==> src/rtl/core/fpp_pkg.sv <==
// ----------------------------------------------------------------------------
// Fixed polynomial predictor package
// Register map, order codes and shared types for the predictor core and its
// testbench.
// ----------------------------------------------------------------------------
package fpp_pkg;

  localparam int ADDR_W  = 3;
  localparam int PDATA_W = 32;

  typedef logic [1:0] order_t;
  typedef logic [1:0] warm_t;
  typedef logic [0:0] reg_idx_t;

  localparam reg_idx_t REG_ORDER = 1'b0;
  localparam reg_idx_t REG_MODE  = 1'b1;

  localparam order_t ORDER_NONE  = 2'd0;
  localparam order_t ORDER_ONE   = 2'd1;
  localparam order_t ORDER_TWO   = 2'd2;
  localparam order_t ORDER_THREE = 2'd3;

  localparam order_t ORDER_RESET = ORDER_ONE;

  localparam logic MODE_ENCODE = 1'b0;
  localparam logic MODE_DECODE = 1'b1;

  localparam warm_t WARM_ZERO = 2'd0;
  localparam warm_t WARM_ONE  = 2'd1;
  localparam warm_t WARM_FULL = 2'd3;

endpackage

==> src/rtl/core/fixed_polynomial_predictor_core.sv <==
// ----------------------------------------------------------------------------
// Fixed polynomial predictor core
// Fixed-order (0 to 3) linear predictor for audio: turns samples into
// residuals in encode mode and residuals back into samples in decode mode.
// ----------------------------------------------------------------------------
//
//  Channel  | Signals                               | Direction
//  ---------+---------------------------------------+----------
//  input    | in_valid, in_stall, data_in, run_start | into core
//  output   | out_valid, out_stall, data_out        | out of core
//  config   | psel, penable, pwrite, paddr, pwdata,  | APB slave
//           | prdata, pready                        |
//
// One transaction is taken every cycle while in_stall is low; each result passes
// through the input register and then the result register.
// The prediction and the history update happen in the same cycle from the input
// register, so every transaction sees the history its predecessor left.
// A stalled result holds the result register and, once the input register is
// also full, raises in_stall. Reset clears the history, the warm-up count,
// both valid flags and the configuration registers.
module fixed_polynomial_predictor_core #(
  parameter int DATA_WIDTH = 21
) (
  input  logic                                clk,
  input  logic                                rst,
  input  logic                                psel,
  input  logic                                penable,
  input  logic                                pwrite,
  input  logic [fpp_pkg::ADDR_W-1:0]          paddr,
  input  logic [fpp_pkg::PDATA_W-1:0]         pwdata,
  output logic [fpp_pkg::PDATA_W-1:0]         prdata,
  output logic                                pready,
  input  logic                                in_valid,
  output logic                                in_stall,
  input  logic signed [DATA_WIDTH-1:0]        data_in,
  input  logic                                run_start,
  output logic                                out_valid,
  input  logic                                out_stall,
  output logic signed [DATA_WIDTH-1:0]        data_out
);

  fpp_pkg::order_t       predictor_order;
  logic                  decode_mode;
  logic                  cfg_write;

  logic                  in_full;
  logic [DATA_WIDTH-1:0] in_data;
  logic                  in_run_start;
  logic                  in_move;
  logic                  out_load;

  logic [DATA_WIDTH-1:0] hist0;
  logic [DATA_WIDTH-1:0] hist1;
  logic [DATA_WIDTH-1:0] hist2;
  fpp_pkg::warm_t        warm_count;

  logic [DATA_WIDTH-1:0] x1;
  logic [DATA_WIDTH-1:0] x2;
  logic [DATA_WIDTH-1:0] x3;
  fpp_pkg::warm_t        warm_eff;
  logic [DATA_WIDTH-1:0] prediction;
  logic                  warming;
  logic [DATA_WIDTH-1:0] result_next;
  logic [DATA_WIDTH-1:0] sample_next;
  fpp_pkg::warm_t        warm_count_next;

  assign pready    = 1'b1;
  assign cfg_write = psel && penable && pwrite && pready;

  always_ff @(posedge clk) begin
    if (rst) begin
      predictor_order <= fpp_pkg::ORDER_RESET;
      decode_mode     <= fpp_pkg::MODE_ENCODE;
    end else if (cfg_write) begin
      if (paddr[2] == fpp_pkg::REG_ORDER) begin
        predictor_order <= pwdata[1:0];
      end else begin
        decode_mode <= pwdata[0];
      end
    end
  end

  always_comb begin
    prdata = '0;
    if (paddr[2] == fpp_pkg::REG_ORDER) begin
      prdata[1:0] = predictor_order;
    end else begin
      prdata[0] = decode_mode;
    end
  end

  assign out_load = !out_valid || !out_stall;
  assign in_move  = in_full && out_load;
  assign in_stall = in_full && !out_load;

  always_ff @(posedge clk) begin
    if (rst) begin
      in_full <= 1'b0;
    end else if (!in_stall) begin
      in_full <= in_valid;
    end
  end

  always_ff @(posedge clk) begin
    if (!in_stall) begin
      in_data      <= data_in;
      in_run_start <= run_start;
    end
  end

  // A run start sees a cleared history and warm-up count.
  assign x1       = in_run_start ? '0 : hist0;
  assign x2       = in_run_start ? '0 : hist1;
  assign x3       = in_run_start ? '0 : hist2;
  assign warm_eff = in_run_start ? fpp_pkg::WARM_ZERO : warm_count;

  always_comb begin
    case (predictor_order)
      fpp_pkg::ORDER_NONE:  prediction = '0;
      fpp_pkg::ORDER_ONE:   prediction = x1;
      fpp_pkg::ORDER_TWO:   prediction = (x1 << 1) - x2;
      fpp_pkg::ORDER_THREE: prediction = ((x1 << 1) + x1) - ((x2 << 1) + x2) + x3;
      default:              prediction = '0;
    endcase
  end

  assign warming = warm_eff < predictor_order;

  always_comb begin
    if (warming) begin
      result_next = in_data;
      sample_next = in_data;
    end else if (decode_mode == fpp_pkg::MODE_DECODE) begin
      result_next = prediction + in_data;
      sample_next = result_next;
    end else begin
      result_next = in_data - prediction;
      sample_next = in_data;
    end
  end

  assign warm_count_next = (warm_eff == fpp_pkg::WARM_FULL) ? fpp_pkg::WARM_FULL
                                                            : warm_eff + fpp_pkg::WARM_ONE;

  always_ff @(posedge clk) begin
    if (rst) begin
      hist0      <= '0;
      hist1      <= '0;
      hist2      <= '0;
      warm_count <= fpp_pkg::WARM_ZERO;
    end else if (in_move) begin
      hist0      <= sample_next;
      hist1      <= x1;
      hist2      <= x2;
      warm_count <= warm_count_next;
    end
  end

  always_ff @(posedge clk) begin
    if (rst) begin
      out_valid <= 1'b0;
    end else if (out_load) begin
      out_valid <= in_full;
    end
  end

  always_ff @(posedge clk) begin
    if (in_move) begin
      data_out <= result_next;
    end
  end

endmodule

==> config.mk <==
export PLATFORM = sky130hd
export DESIGN_NAME = fixed_polynomial_predictor_core
export DESIGN_NICKNAME = d
export VERILOG_FILES = /design/src/rtl/core/fpp_pkg.sv /design/src/rtl/core/fixed_polynomial_predictor_core.sv
export SDC_FILE = /design/constraint.sdc
export NUM_CORES = 1
export LEC_CHECK = 0
export BUFFER_PORTS_ARGS = -buffer_cell sky130_fd_sc_hd__buf_2
export CAP_MARGIN = 20
export CORE_MARGIN = 2
export CORE_UTILIZATION = 40
export CTS_CLUSTER_DIAMETER = 150
export DETAILED_ROUTE_END_ITERATION = 8
export GPL_TIMING_DRIVEN = 0
export PLACE_DENSITY = 0.55
export SLEW_MARGIN = 20
export SYNTH_ARGS = -nofsm -noshare
export SYNTH_HDL_FRONTEND = slang
export SYNTH_SLANG_ARGS = --single-unit
export TNS_END_PERCENT = 50
==> constraint.sdc <==
create_clock -name clk -period 10.16 [get_ports clk]
set_clock_uncertainty 0.2 [all_clocks]
set_input_delay 2.54 -clock clk [delete_from_list [all_inputs] [get_ports clk]]
set_output_delay 2.54 -clock clk [all_outputs]
set_load 0.005 [all_outputs]
==> flow_metrics.tcl <==
set metrics [dict create \
    min_to "hist0[4]$_SDFFE_PP0P_" \
    cts_buffers 17 \
    routedLengthMet1_mm 15.5 \
    rsz0062_at_grt "false" \
    drive_gt1_frac 0.106 \
    ir_worst_vdd_mv 0.0961 \
    maxSlewViolCount 0 \
    seqPwrFrac 0.299 \
    rows 60 \
    grt_pass1_vias 9191 \
    die_w_um 170 \
    wl_met2_mm 15.5 \
    startpoint_type "flip-flop" \
    syn-instance-count 1363 \
    placed_cell_area_sq_um 11800 \
    rr_endpoint "data_out[20]$_DFFE_PP_" \
    insertion_delay_ps 430 \
    clkTransAtPathRegs_ps 60 \
    fin_tns_setup_ps 0 \
    outcome "completed" \
    critical_path_class "flip-flop to flip-flop" \
    drtIter0Drc 735 \
    crit_path_end_kind "flip-flop" \
    max_stage_delay_ps 600 \
    gr-total-overflow 0 \
    post-dp-hpwl_mm 26.7 \
    die-area_sq_um 28800 \
    cp_data_arrival_time_ps 9210 \
    crit_slowest_cell "clkbuf_1" \
    path_max_fanout 10 \
    relSlewSlack 0.241 \
    synth_top_flop_cell "dfxtp_1" \
    swShare 0.334 \
    layout_commonest_cell "nand2_1" \
    maxCapViolations 0 \
    reg2reg_from "in_run_start$_DFFE_PN_" \
    gp_congestion 0.888 \
    worst-r2r-setup-slack_ps 930 \
    tightest_slew_ps 1140 \
    die_h_um 170 \
    critPathMostFrequentCell "clkbuf_1" \
    grt_pass1_wl_mm 51.8 \
    clkPwrFrac 0.403 \
    vias_per_cell 5.37 \
    final_cell_mix "nand2_1 (146), a21oi_1 (145), inv_1 (140)" \
    powerDensity_nw_per_um2 135 \
    yosysSeqAreaShare 0.245 \
    clockBufferDepth 2 \
    drtPass1Iterations 6 \
    power.internal_uw 1120 \
    wl_met3_mm 1.73 \
    max_freq_ghz 0.108 \
    ant_nets 0 \
    postSynthAreaPerCell_sq_um 8.06 \
    drc 0 \
    cts_resized 0 \
    coreArea_sq_um 27000 \
    setup_viol 0 \
    hold_viol 0 \
    hold_class "flip-flop to flip-flop" \
    wl_per_cell_um 18.3 \
    hp-start "hist0[4]$_SDFFE_PP0P_" \
    ios 120 \
    synth_seq_cells 113 \
    switchingPower_uw 563 \
    async_flop_share 0 \
    min_period_ps 9230 \
    cts_tree "built" \
    worstHoldPathCells 2 \
    yosysWarnings 0 \
    antenna_found_initial 0 \
    synth_top_area_cell "dfxtp_1" \
    topRoutingLayerUsed "met4" \
    antennaDiodeCount 0 \
    yosys.area.top_type_share 0.128 \
    worstPathRequired_ps 10140 \
    drt_wl_total_mm 33.4 \
    synth-edff-count 43 \
    fin_area_sq_um 12500 \
    hold_slack_ps 251 \
    cts-root-buf "clkbuf_16" \
    htreeDepth 4 \
    clock_sinks 113 \
    grt_start_max_net_pins 24 \
    portBuffers 56 \
    vias 9777 \
    fin_crit_sh 0.909 \
    yosysUniqueCellTypes 78 \
    start_util 0.408 \
    p_leak_uw 0.00555 \
    cts_setup_buffers 0 \
    netlist_area_sq_um 11000 \
    area_growth_pct 13.5 \
    ys_top_cells_by_area "dfxtp_1 (13%), edfxtp_1 (12%), fa_1 (10%)" \
    fin_nets 1672 \
    ctsHoldBuffers 0 \
    track_usage 0.237 \
    rr_worst_depth 31 \
    pwr-share-comb 0.298 \
]
-- routing by layer --
| metal | global-route usage | vias to the layer above |
|---|---|---|
| met5 | 0 | - |
| met4 | 0.0624 | 0 |
| met3 | 0.0410 | 42 |
| met2 | 0.388 | 274 |
| met1 | 0.325 | 4692 |
| li1 | - | 4769 |
-- sequential cells by signal (all words and copies together) (netlist names) --
name             count
out_valid            1
in_full              1
data_out            21
predictor_order      2
in_run_start         1
decode_mode          1
hist1               21
warm_count           2
in_data             21
hist0               21
hist2               21
-- worst max-delay path: cells and delay by family (launching register included) --
family          cells  cell delay (ps)
simple gates        5             1070
buf+inv             7             2270
fa+ha+maj           5             1800
flops               1              450
compound gates     13             3100
xor+xnor            1               90
-- cells by family (layout without fill, tap and decap cells) --
| kind of cell | count (synthesis) | after routing | share of synthesized area |
|---|---|---|---|
| and+or+nand+nor | 428 | 428 | 0.185 |
| AOI/OAI and AO/OA | 361 | 361 | 0.210 |
| buffers and inverters | 236 | 325 | 0.0927 |
| adders and majority gates | 140 | 140 | 0.198 |
| DFF | 113 | 113 | 0.245 |
| xor gates and xnor gates | 74 | 74 | 0.0602 |
| muxes | 9 | 9 | 0.00843 |
| other | 2 | 31 | 0.000683 |
-- worst max path at each step --
stage                                 startpoint                endpoint  slack, ps  depth (start not counted)
after floorplan           in_run_start$_DFFE_PN_  data_out[20]$_DFFE_PP_       2960                         31
after global placement    in_run_start$_DFFE_PN_  data_out[20]$_DFFE_PP_       1110                         31
after detailed placement  in_run_start$_DFFE_PN_  data_out[20]$_DFFE_PP_       1070                         31
after CTS                 in_run_start$_DFFE_PN_  data_out[20]$_DFFE_PP_       1000                         31
after global routing      in_run_start$_DFFE_PN_  data_out[20]$_DFFE_PP_        540                         31
final                     in_run_start$_DFFE_PN_  data_out[20]$_DFFE_PP_        930                         31
-- power groups by stage --
stage | clock network, uW | logic [uW] | registers [uW]
after floorplan | 0 | 367 | 510
after global placement | 0 | 495 | 514
after detailed placement | 0 | 499 | 513
after CTS | 690 | 503 | 504
after global routing | 705 | 559 | 506
final | 680 | 503 | 504
-- final cells by class --
class	instances	area (sq um)
fillers	2726	14500
multi-input cells	1043	7390
repair buffers	57	300
well taps	341	427
clock inverters	13	211
inverters	141	529
clock buffers	19	433
plain buffers	95	490
flip-flops and latches	113	2690
-- stage by stage --
stage          total power (uW)  setup slack (ps)  std cells  utilization
2_1_floorplan               877              2960       1392            -
3_3_place_gp               1010              1110       1789        0.438
3_5_place_dp               1010              1070       1790        0.439
4_1_cts                    1700               997       1822        0.463
5_1_grt                    1770               535       1822        0.463
6_report                   1690               927       1822        0.463
-- cell usage after synthesis (4+ instances only) --
cell      number
nor2b_1       29
o21ai_0       61
nor3_1        15
o211ai_1      13
nand3_1       13
o31ai_1        5
nor2_1       117
clkbuf_1      50
xor2_1        20
nand2b_1      54
a21o_1        23
xnor2_1       53
dfxtp_1       70
a32oi_1        4
and3_1         8
nor4_1         8
o21bai_1      11
buf_4         32
or2_2          4
nand2_1      146
a211oi_1      16
and2_1         5
a22o_1         4
a31oi_1       12
buf_2         10
o21a_1        10
nor3b_1        4
inv_1        140
edfxtp_1      43
nand3b_1       5
or3_1          6
a21oi_1      145
a22oi_1       14
fa_1          56
ha_1          84
a211o_1        6
mux2i_1        7
No activity file was read; power rests on OpenSTA's default activity.
